<file path="src/rtl/core/assert_macros.svh">
`ifndef ASSERT_MACROS_SVH
`define ASSERT_MACROS_SVH

// Clocked assertion, disabled while reset is asserted.
`define ASSERT_CLK(label, clk_sig, rst_sig, prop, msg) \
    label: assert property (@(posedge clk_sig) disable iff (!rst_sig) prop) \
        else $error(msg);

// Clocked assertion that is also checked during reset.
`define ASSERT_ALWAYS(label, clk_sig, prop, msg) \
    label: assert property (@(posedge clk_sig) prop) else $error(msg);

`endif

</file>
<file path="src/rtl/core/tfs_pkg.sv">
package tfs_pkg;

    localparam int OP_W    = 3;
    localparam int TIME_W  = 32;
    localparam int ACC_W   = 33;
    localparam int COORD_W = 16;
    localparam int IDX_W   = 4;

    // table entry: {delay, left, top, width, height}
    localparam int ENTRY_W = TIME_W + 4 * COORD_W;

    typedef enum logic [OP_W-1:0] {
        OP_TICK   = 3'd0,
        OP_APPEND = 3'd1,
        OP_PLAY   = 3'd2,
        OP_STOP   = 3'd3,
        OP_REWIND = 3'd4
    } op_t;

    typedef enum logic [1:0] {
        S_IDLE,
        S_STEP,
        S_SETTLE,
        S_DONE
    } state_t;

endpackage

</file>
<file path="src/rtl/core/timed_frame_sequencer.sv">
// A running tick with frames stored steps through S_STEP to the done beat, one advance per
// cycle through the compare/subtract unit, until the delay is not reached, the first wrap
// with loop disabled, or MAX_ADVANCES advances. Other operations pass S_SETTLE and S_DONE.
// A new operation is taken only in S_IDLE; busy stays high until the done beat has passed.
// Reset: async active low; no frames, position 0, playing, loop disabled.
// The done beat is shown for one cycle only; the receiver cannot stall.
`include "assert_macros.svh"

module timed_frame_sequencer #(
    parameter int MAX_FRAMES   = 16,
    parameter int MAX_ADVANCES = 16
) (
    input  logic                                clk,
    input  logic                                rst_n,
    input  logic                                start,
    output logic                                busy,
    input  logic [tfs_pkg::OP_W-1:0]            operation,
    input  logic [tfs_pkg::TIME_W-1:0]          elapsed_us,
    input  logic [tfs_pkg::TIME_W-1:0]          frame_delay_us,
    input  logic signed [tfs_pkg::COORD_W-1:0]  in_left,
    input  logic signed [tfs_pkg::COORD_W-1:0]  in_top,
    input  logic signed [tfs_pkg::COORD_W-1:0]  in_width,
    input  logic signed [tfs_pkg::COORD_W-1:0]  in_height,
    input  logic                                cfg_we,
    input  logic                                cfg_data,
    output logic                                done,
    output logic [tfs_pkg::IDX_W-1:0]           frame_index,
    output logic signed [tfs_pkg::COORD_W-1:0]  out_left,
    output logic signed [tfs_pkg::COORD_W-1:0]  out_top,
    output logic signed [tfs_pkg::COORD_W-1:0]  out_width,
    output logic signed [tfs_pkg::COORD_W-1:0]  out_height,
    output logic                                is_playing,
    output logic                                has_frames,
    output logic                                append_rejected
);

    import tfs_pkg::*;

    localparam int PW = $clog2(MAX_FRAMES);
    localparam int SW = $clog2(MAX_FRAMES + 1);
    localparam int AW = (MAX_ADVANCES > 1) ? $clog2(MAX_ADVANCES) : 1;

    state_t            state_reg, state_next;
    logic [PW-1:0]     position_reg, position_next;
    logic [SW-1:0]     stored_reg, stored_next;
    logic [ACC_W-1:0]  acc_reg, acc_next;
    logic              passed_end_reg, passed_end_next;
    logic              playing_reg, playing_next;
    logic              loop_enable_reg;
    logic              rejected_reg, rejected_next;
    logic [AW-1:0]     adv_cnt_reg, adv_cnt_next;

    logic              accept;
    logic              full;
    logic              tick_go;
    logic              ram_we;
    logic [ENTRY_W-1:0] ram_wdata;
    logic [ENTRY_W-1:0] ram_rdata;
    logic [TIME_W-1:0] rd_delay;
    logic [ACC_W:0]    acc_sum;
    logic              acc_ge;
    logic [SW-1:0]     pos_inc;
    logic              wrap;
    logic              last_adv;
    logic              stop_at_wrap;
    logic              step_end;

    assign accept   = start && !busy;
    assign busy     = (state_reg != S_IDLE);
    assign full     = (stored_reg == SW'(MAX_FRAMES));
    assign tick_go  = (operation == OP_TICK) && playing_reg && (stored_reg != '0);
    assign ram_we   = accept && (operation == OP_APPEND) && !full;
    assign ram_wdata = {frame_delay_us, in_left, in_top, in_width, in_height};

    tfs_ram #(
        .WIDTH (ENTRY_W),
        .DEPTH (MAX_FRAMES)
    ) u_frame_ram (
        .clk   (clk),
        .we    (ram_we),
        .waddr (PW'(stored_reg)),
        .wdata (ram_wdata),
        .raddr (position_next),
        .rdata (ram_rdata)
    );

    assign rd_delay     = ram_rdata[ENTRY_W-1 -: TIME_W];
    assign acc_sum      = {1'b0, acc_reg} + (ACC_W + 1)'(elapsed_us);
    assign acc_ge       = (acc_reg >= {1'b0, rd_delay});
    assign pos_inc      = SW'(position_reg) + SW'(1);
    assign wrap         = (pos_inc >= stored_reg);
    assign last_adv     = (adv_cnt_reg == AW'(MAX_ADVANCES - 1));
    assign stop_at_wrap = wrap && !passed_end_reg && !loop_enable_reg;
    assign step_end     = !acc_ge || stop_at_wrap || last_adv;

    always_ff @(posedge clk or negedge rst_n)
    begin
        if (!rst_n)
        begin
            state_reg       <= S_IDLE;
            position_reg    <= '0;
            stored_reg      <= '0;
            acc_reg         <= '0;
            passed_end_reg  <= 1'b0;
            playing_reg     <= 1'b1;
            loop_enable_reg <= 1'b0;
            rejected_reg    <= 1'b0;
            adv_cnt_reg     <= '0;
        end
        else
        begin
            state_reg      <= state_next;
            position_reg   <= position_next;
            stored_reg     <= stored_next;
            acc_reg        <= acc_next;
            passed_end_reg <= passed_end_next;
            playing_reg    <= playing_next;
            rejected_reg   <= rejected_next;
            adv_cnt_reg    <= adv_cnt_next;
            if (cfg_we)
            begin
                loop_enable_reg <= cfg_data;
            end
        end
    end

    // next state
    always_comb
    begin
        state_next = state_reg;
        case (state_reg)
            S_IDLE:
            begin
                if (accept)
                begin
                    state_next = tick_go ? S_STEP : S_SETTLE;
                end
            end
            S_STEP:
            begin
                if (step_end)
                begin
                    state_next = S_DONE;
                end
            end
            S_SETTLE: state_next = S_DONE;
            S_DONE:   state_next = S_IDLE;
            default:  state_next = S_IDLE;
        endcase
    end

    // datapath
    always_comb
    begin
        position_next   = position_reg;
        stored_next     = stored_reg;
        acc_next        = acc_reg;
        passed_end_next = passed_end_reg;
        playing_next    = playing_reg;
        rejected_next   = rejected_reg;
        adv_cnt_next    = adv_cnt_reg;
        case (state_reg)
            S_IDLE:
            begin
                if (accept)
                begin
                    rejected_next = 1'b0;
                    adv_cnt_next  = '0;
                    case (operation)
                        OP_TICK:
                        begin
                            if (tick_go)
                            begin
                                acc_next = acc_sum[ACC_W] ? '1 : acc_sum[ACC_W-1:0];
                            end
                        end
                        OP_APPEND:
                        begin
                            if (full)
                            begin
                                rejected_next = 1'b1;
                            end
                            else
                            begin
                                stored_next = stored_reg + SW'(1);
                            end
                        end
                        OP_PLAY:   playing_next = 1'b1;
                        OP_STOP:   playing_next = 1'b0;
                        OP_REWIND:
                        begin
                            position_next   = '0;
                            passed_end_next = 1'b0;
                        end
                        default: ;
                    endcase
                end
            end
            S_STEP:
            begin
                if (acc_ge)
                begin
                    acc_next      = acc_reg - {1'b0, rd_delay};
                    adv_cnt_next  = adv_cnt_reg + AW'(1);
                    position_next = wrap ? '0 : PW'(pos_inc);
                    if (wrap && !passed_end_reg)
                    begin
                        passed_end_next = 1'b1;
                        if (!loop_enable_reg)
                        begin
                            playing_next = 1'b0;
                        end
                    end
                end
            end
            default: ;
        endcase
    end

    assign done            = (state_reg == S_DONE);
    assign has_frames      = (stored_reg != '0);
    assign is_playing      = playing_reg;
    assign append_rejected = rejected_reg;
    assign frame_index     = has_frames ? IDX_W'(position_reg) : '0;
    assign out_left   = has_frames ? ram_rdata[4*COORD_W-1 -: COORD_W] : '0;
    assign out_top    = has_frames ? ram_rdata[3*COORD_W-1 -: COORD_W] : '0;
    assign out_width  = has_frames ? ram_rdata[2*COORD_W-1 -: COORD_W] : '0;
    assign out_height = has_frames ? ram_rdata[COORD_W-1 -: COORD_W] : '0;

    `ASSERT_CLK(a_accept_busy, clk, rst_n, accept |=> busy, "accepted beat did not raise busy")
    `ASSERT_CLK(a_done_idle, clk, rst_n, done |=> !busy, "not ready after done beat")
    `ASSERT_CLK(a_empty_index, clk, rst_n, (has_frames || frame_index == '0), "index set with no frames")
    `ASSERT_CLK(a_reject_full, clk, rst_n, (done && append_rejected) |-> full, "reject without full table")

endmodule

</file>
<file path="src/rtl/core/tfs_ram.sv">
module tfs_ram #(
    parameter int WIDTH = 96,
    parameter int DEPTH = 16
) (
    input  logic                     clk,
    input  logic                     we,
    input  logic [$clog2(DEPTH)-1:0] waddr,
    input  logic [WIDTH-1:0]         wdata,
    input  logic [$clog2(DEPTH)-1:0] raddr,
    output logic [WIDTH-1:0]         rdata
);

    logic [WIDTH-1:0] mem_reg [DEPTH];
    logic [WIDTH-1:0] rdata_reg;

    always_ff @(posedge clk)
    begin
        if (we)
        begin
            mem_reg[waddr] <= wdata;
        end
        rdata_reg <= mem_reg[raddr];
    end

    assign rdata = rdata_reg;

endmodule
</file>
<file path="config.mk">
export PLATFORM = sky130hd
export DESIGN_NAME = timed_frame_sequencer
export DESIGN_NICKNAME = d
export VERILOG_FILES = /design/src/rtl/core/tfs_pkg.sv /design/src/rtl/core/timed_frame_sequencer.sv /design/src/rtl/core/tfs_ram.sv
export VERILOG_INCLUDE_DIRS = /design/src /design/src/rtl/core
export SDC_FILE = /design/constraint.sdc
export NUM_CORES = 2
export LEC_CHECK = 0
export BUFFER_PORTS_ARGS = -buffer_cell sky130_fd_sc_hd__buf_4
export CAP_MARGIN = 15
export CORE_MARGIN = 2
export CORE_UTILIZATION = 23
export DETAILED_ROUTE_END_ITERATION = 10
export SETUP_SLACK_MARGIN = 0.1
export SLEW_MARGIN = 20
export SYNTH_ARGS = -nofsm -noshare
export SYNTH_HDL_FRONTEND = slang
export SYNTH_HIERARCHICAL = 1
export SYNTH_SLANG_ARGS = --single-unit
</file>
<file path="constraint.sdc">
create_clock -name clk -period 28.9 [get_ports clk]
set_clock_uncertainty 0.1 [all_clocks]
set_input_delay 2.89 -clock clk [delete_from_list [all_inputs] [get_ports clk]]
set_output_delay 2.89 -clock clk [all_outputs]
set_load 0.03 [all_outputs]
</file>
Word level (Yosys, flattened, before mapping)
Memories as Yosys holds them, arrays and structs flattened. A register that Yosys moved wholly into a read port is not among the register bits.
Cells that the tools add are included.
Widths: inputs -> output; s select.
{"block": "classes", "n_eq_ne": 18, "bitwise_logic": 1, "reduce_logical": 26, "addsub": 5, "div_mod_pow": 0, "n_lt_le_gt_ge": 2, "n_mux": 38, "multipliers": 0, "shift": 0}
{"op": "$mux 33", "n": 5}
{"op": "$pmux 33 s2", "n": 1}
{"op": "$mux 16", "n": 4}
{"op": "$add 33x32->34", "n": 1}
{"op": "$ge 33x32->1", "n": 1}
{"op": "$sub 33x32->33", "n": 1}
{"op": "$mux 4", "n": 7}
{"op": "$pmux 4 s2", "n": 2}
{"op": "$ne 2x2->1 const B", "n": 7}
{"op": "$mux 1", "n": 12}
{"op": "$reduce_and 5->1", "n": 2}
{"op": "$pmux 2 s4", "n": 1}
{"op": "$logic_and 1x1->1", "n": 7}
{"op": "$eq 3x2->1 const B", "n": 2}
{"op": "$mux 2", "n": 3}
{"op": "$pmux 1 s2", "n": 3}
{"op": "$reduce_and 6->1", "n": 1}
{"op": "$add 4x1->5 const B", "n": 1}
{"op": "$add 5x1->5 const B", "n": 1}
{"op": "$eq 5x5->1 const B", "n": 1}
{"op": "$ge 5x5->1", "n": 1}
{"op": "$logic_not 1->1", "n": 5}
{"op": "$reduce_bool 5->1", "n": 1}
{"op": "$add 4x1->4 const B", "n": 1}
{"op": "other kinds (15)", "n": 19}
{"block": "word_totals", "mem_bits_ro": 0, "ramBits": 1536, "wordCells": 100, "out_inout_bits": 73, "register_bits": 52, "memories": 1, "latch_bits": 0}
{"memory": "u_frame_ram.mem_reg", "words": 16, "word_bits": 96, "read_ports": 1, "rd_ports_with_merged_regs": 1, "wr": 1, "line_no": "tfs_ram.sv:13", "source": "logic [WIDTH-1:0] mem_reg [DEPTH];"}

Depth between registers and ports, before layout
{"block": "logic_depth", "ltp_word": 8, "ltp_mapped": 19, "depth_no_buf": 14}

Hierarchy
Netlist, hierarchy kept.
{"module": "tfs_ram", "cells_per_inst": 2460, "area_per_inst_um2": 59354.4, "n_inst": 1}
{"module": "timed_frame_sequencer", "cells_per_inst": 873, "area_per_inst_um2": 6912.9, "n_inst": 1}

Worst setup path before layout
OpenSTA, ideal clock, no wires.
{"block": "synth_path", "path_type": "input port to flip-flop", "startpoint": "in operation[1] (netlist name)", "endpoint": "mem u_frame_ram.mem_reg[0][0] (enable)", "path_buffers": 0, "setup_time_ns": 0.668, "path_stages": 5, "t_arrival_ns": 10.680, "path_slack_ns": 17.452, "path_cell_list": "nor2_1 > nand2_1 > nor3_1 > or3b_2 > nor3_1"}
{"block": "synth_between", "elab_chain_len": 5}
{"item": "start, declared", "line_no": "timed_frame_sequencer.sv:17", "source": "input logic [tfs_pkg::OP_W-1:0] operation,"}
{"item": "$eq 3x1->1", "line_no": "timed_frame_sequencer.sv:72", "source": "assign ram_we = accept && (operation == OP_APPEND) && !full;"}
{"item": "$logic_and 1x1->1 (2 in a row)", "line_no": "timed_frame_sequencer.sv:72"}
{"item": "named net ram_we", "line_no": "timed_frame_sequencer.sv:56", "source": "logic ram_we;"}
{"item": "$mux 1", "line_no": "tfs_ram.sv:18", "source": "if (we)"}
{"item": "$mux 1 (not written as such)", "line_no": "tfs_ram.sv:20", "source": "mem_reg[waddr] <= wdata;"}
{"item": "end, declared", "line_no": "tfs_ram.sv:13"}
The timed path passes the listed nets, and every way through them passes these cells.

Worst setup path after layout
{"block": "layout_path", "startpoint": "in operation[0] (netlist name)", "endpoint": "reg u_frame_ram.rdata_reg[24], in the netlist u_frame_ram/rdata[24] (read register of u_frame_ram.mem_reg)"}
{"block": "layout_between", "elab_chain_len": 4}
{"item": "$eq 3x3->1", "line_no": "timed_frame_sequencer.sv:169", "source": "case (operation)"}
{"item": "$mux 4", "line_no": "timed_frame_sequencer.sv:169"}
{"item": "$mux 4", "line_no": "timed_frame_sequencer.sv:165", "source": "if (accept)"}
{"item": "$pmux 4 s2", "line_no": "timed_frame_sequencer.sv:162", "source": "case (state_reg)"}
{"item": "named net position_next[0]", "line_no": "timed_frame_sequencer.sv:44", "source": "logic [PW-1:0] position_reg, position_next;"}
{"item": "end, declared", "line_no": "tfs_ram.sv:14", "source": "logic [WIDTH-1:0] rdata_reg;"}
The timed path passes the listed nets, and every way through them passes these cells.
A chain may end at the register's enable or synchronous reset.

==> impl_results.md <==
- Final estimated routing congestion in global placement: 0.793
- FILL cells: 28600
- Reg2reg path depth: 17
- Mapped Cells: 3333
- Floorplan core area: 287000 um^2
- Static leakage: 24.6 nW
- Cell depth of the worst setup path: 11
- Wire length of the first global-routing pass: 247000 um
- Dpl hpwl: 93900 um
- Kind of cell with the highest combined delay on the critical path: buffers and inverters
- Pin count of the biggest net entering global routing: 97
- Proportion of total power due to net switching: 32.5%
- Setup Buffers After CTS: 0
- Total number of vias: 33700
- Data required time at the worst endpoint: 29.51 ns
- Worst R2R Start: acc_reg[4]
- Synth-to-Final Area Change: 17.0%
- Critical Path Sink: u_frame_ram/rdata[24]
- Post-Syn Nets: 3547
- Io pins: 209
- CTS Hold Bufs: 0
- Number of enable-type register cells in the synthesized netlist: 1536
- Cell with the biggest individual delay on the critical path: a21boi_0
- Portion of total power attributed to combinational logic: 34.3%
- Peak supply drop: 0.0817 mV
- Measured slew at the worst slew-check pin: 1.11 ns
- Starting DRC count in detailed routing: 3176
- Startpoint class of the critical path: input port
- Flop2flop setup slack: 21.56 ns
- Number of nets in the finished design: 3818
- Number of sinks driven by the clock tree: 1684
- Placed Area: 72300 um^2
- Total of warnings raised by yosys: 6
- Number of antenna-violating nets in the routed design: 0
- Clk slew on worst S/H paths: 0.06 ns
- Flops & latches, synth: 1684
- Drt drc: 0
- Width of the die: 541 um
- Clock buffer count from CTS: 168
- Hold crit path type: flip-flop to flip-flop
- CTS Root Buffer Type: clkbuf_16
- Cell-by-cell trace of the critical path: buf_4 > nor2_1 > nand4_1 > a21boi_0 > a22o_4 > buf_4 > buf_4 > buf_4 > mux4_2 > a22oi_1 > nand2_1
- Max cap viols: 0
- Fin Hold WS: 0.411 ns
- Sequential fraction of the synthesis area: 74.5%
- RSZ-0062 raised after global routing: false
- Via count of the first global-routing pass: 34200
- Biggest fanout along the worst timing path: 50
- PostCTS Resize Cnt: 0
- CP Launch Point: operation[0]
- Power density cells: 97.6 nW/um^2
- Normalized max-slew margin: 25.2%
- Total routed wirelength: 172000 um
- Share of cells above drive strength 1: 25.3%
- First-pass iteration count of the detailed router: 6
- Power share of the clock group: 27.7%
- Die ar.: 292000 um^2
- Initial cell density of the core: 23.1%
- Total global routing overflow: 0
- Port-buffer cells: 208
- Hold-critical path depth: 2
- Number of buffers and inverters on the critical path: 4
- Post-Syn Area per Cell: 19.9 um^2
- Share of async-settable or async-resettable flops after synthesis: 3.09%
- Longest Clk Path Bufs: 4
- Final period utilization: 27.2%
- Start point of the worst hold path: append_rejected
- Overall global routing resource usage: 11.4%
- Switching power of the nets: 2.46 mW
- H-tree level count: 4
- Worst setup path category: input port to flip-flop
- Initial antenna violation count: 61
- Sequential cell fraction of total power: 38.0%
- Largest register FFs: 1536
- Final setup violation count: 0
- CTS tree: yes
- Total standard cell area after synthesis: 66300 um^2
- Critical Path Sink Type: flip-flop
- Final instance area: 77500 um^2
- Post-detailed-route wirelength per cell: 22.8 um
- Reg2Reg Capture Point: u_frame_ram/rdata[24]
- Internal power contribution: 5.11 mW
- Final Max Tran Viols: 0
- Aggregate negative setup slack: 0 ns
- Worst EP arrival: 8.48 ns
- Post-synth top flop: edfxtp_1
- Achievable Freq: 127 MHz
- DR vias/cell: 4.49
- Number of library cell types mapped by synthesis: 71
- Chip height: 541 um
- Crit-path most repeated cell: buf_4
- Largest stage delay on the critical path: 0.89 ns
- Number of hold-slack violations in the final timing report: 0
- Run status: finished, final reports clean
- Worst skew pair latency: 0.79 ns
- Rows: 197
- Tmin final: 7.87 ns
[how the worst min path moves through the flow]
stage | end | slack, ns
5_1_grt | append_rejected | 0.46
4_1_cts | append_rejected | 0.43
6_report | append_rejected | 0.41
3_3_place_gp | append_rejected | 0.37
3_5_place_dp | append_rejected | 0.41
2_1_floorplan | acc_reg[0] | 0.38
[per-stage QoR]
stage          power (mW)  cells  utilization (%)  worst slack [ns]
6_report             7.57   7521             27.0             21.03
5_1_grt              7.95   7514             27.0             20.51
4_1_cts              7.66   7514             27.0             20.89
3_5_place_dp         5.55   7215             25.2             20.00
3_3_place_gp         5.54   7215             25.2             20.07
2_1_floorplan        4.87   3333                -             17.45
[power by group through the flow]
stage	sequential [mW]	combinational [mW]	clock, mW
2_1_floorplan	2.86	2.01	0
3_3_place_gp	2.93	2.60	0
3_5_place_dp	2.93	2.62	0
4_1_cts	2.88	2.64	2.15
5_1_grt	2.89	2.82	2.24
6_report	2.88	2.59	2.09
[cell usage in the layout (no fill, tap or decap), types with 34 or more instances in the layout]
| cell | n |
|---|---|
| a21oi_1 | 72 |
| xnor2_1 | 34 |
| ha_1 | 75 |
| inv_1 | 67 |
| dfrtp_1 | 51 |
| edfxtp_1 | 1536 |
| clkbuf_1 | 47 |
| dfxtp_1 | 96 |
| clkbuf_16 | 168 |
| a22oi_1 | 193 |
| nor2_1 | 45 |
| buf_4 | 264 |
| a21o_1 | 38 |
| mux4_2 | 384 |
| nand2_1 | 156 |
| nor2b_1 | 77 |
| o21ai_0 | 49 |
[worst reg2reg max path: stages (launching register included)]
cell       delay (ns)
dfrtp_1          0.43
ha_1             0.45
o211ai_1         0.12
a21oi_1          0.34
o2111ai_1        0.28
a31oi_1          0.31
nor2_1           0.16
o221ai_1         0.19
buf_4            0.26
nand2_1          0.11
mux2i_1          0.20
a22o_4           0.64
buf_4            0.91
buf_4            0.90
buf_4            0.93
mux4_2           0.69
a22oi_1          0.24
nand2_1          0.08
[cells by family (layout without fill, tap and decap cells)]
logic type	after synthesis	in the layout	synth area share, %
AO/OA/AOI/OAI	475	475	5.28
XOR/XNOR	64	64	0.846
adder cells (fa/ha/maj)	78	78	1.50
buffers and inverters	234	634	1.74
flip-flops	1684	1684	74.5
multiplexers	392	392	13.2
other	0	7	0
AND/OR/NAND/NOR	406	406	2.99
[cells in the mapped netlist (5+ instances only)]
master / instances / area (um^2)
buf_4: 19 / 143
dfxtp_1: 96 / 1920
o21ai_0: 49 / 245
a22o_1: 5 / 43.8
a21o_1: 38 / 285
o21ai_1: 5 / 25.0
inv_1: 67 / 251
nor3_1: 22 / 110
clkbuf_1: 65 / 244
buf_1: 35 / 131
nand4_1: 19 / 119
a221oi_1: 10 / 87.6
xor2_1: 30 / 263
and4_1: 5 / 43.8
o21bai_1: 8 / 60.1
a21oi_1: 72 / 360
a22oi_1: 193 / 1450
o21a_1: 6 / 45.0
nor2b_1: 79 / 494
buf_2: 22 / 110
mux4_2: 384 / 8650
a221oi_2: 23 / 345
a31oi_1: 13 / 81.3
nand2_1: 156 / 586
dfrtp_1: 51 / 1280
o22ai_1: 5 / 31.3
nor2_1: 58 / 218
nand3_1: 20 / 100
ha_1: 76 / 951
xnor2_1: 34 / 298
a21boi_0: 5 / 37.5
o211ai_1: 7 / 52.6
edfxtp_1: 1536 / 46100
and3_1: 11 / 68.8
or3_1: 6 / 37.5
nand2b_1: 11 / 68.8
buf_6: 23 / 259
and2_1: 5 / 31.3
o31ai_1: 5 / 37.5
[metal layers]
layer  global-route usage, %  up-vias  share of wire [%]
met4                    2.10       48                1.7
met3                    2.78      292                7.6
met2                    17.9     1152                 46
met5                       0        -               0.18
met1                    16.1    17900                 45
li1                        -    14300                  -
[final cells by class]
cell class                 instances  area [um^2]  area share (%)
sequential                      1684        49300            63.6
tap                             3781         4730            6.10
antenna                            7         17.5          0.0226
clock buffer                     227         4550            5.86
clock inverter                    72          666           0.858
multi-input combinational       1415        15900            20.5
timing repair buffer             268         2060            2.66
inverter                          67          251           0.324
No activity file was read; power rests on OpenSTA's default activity.
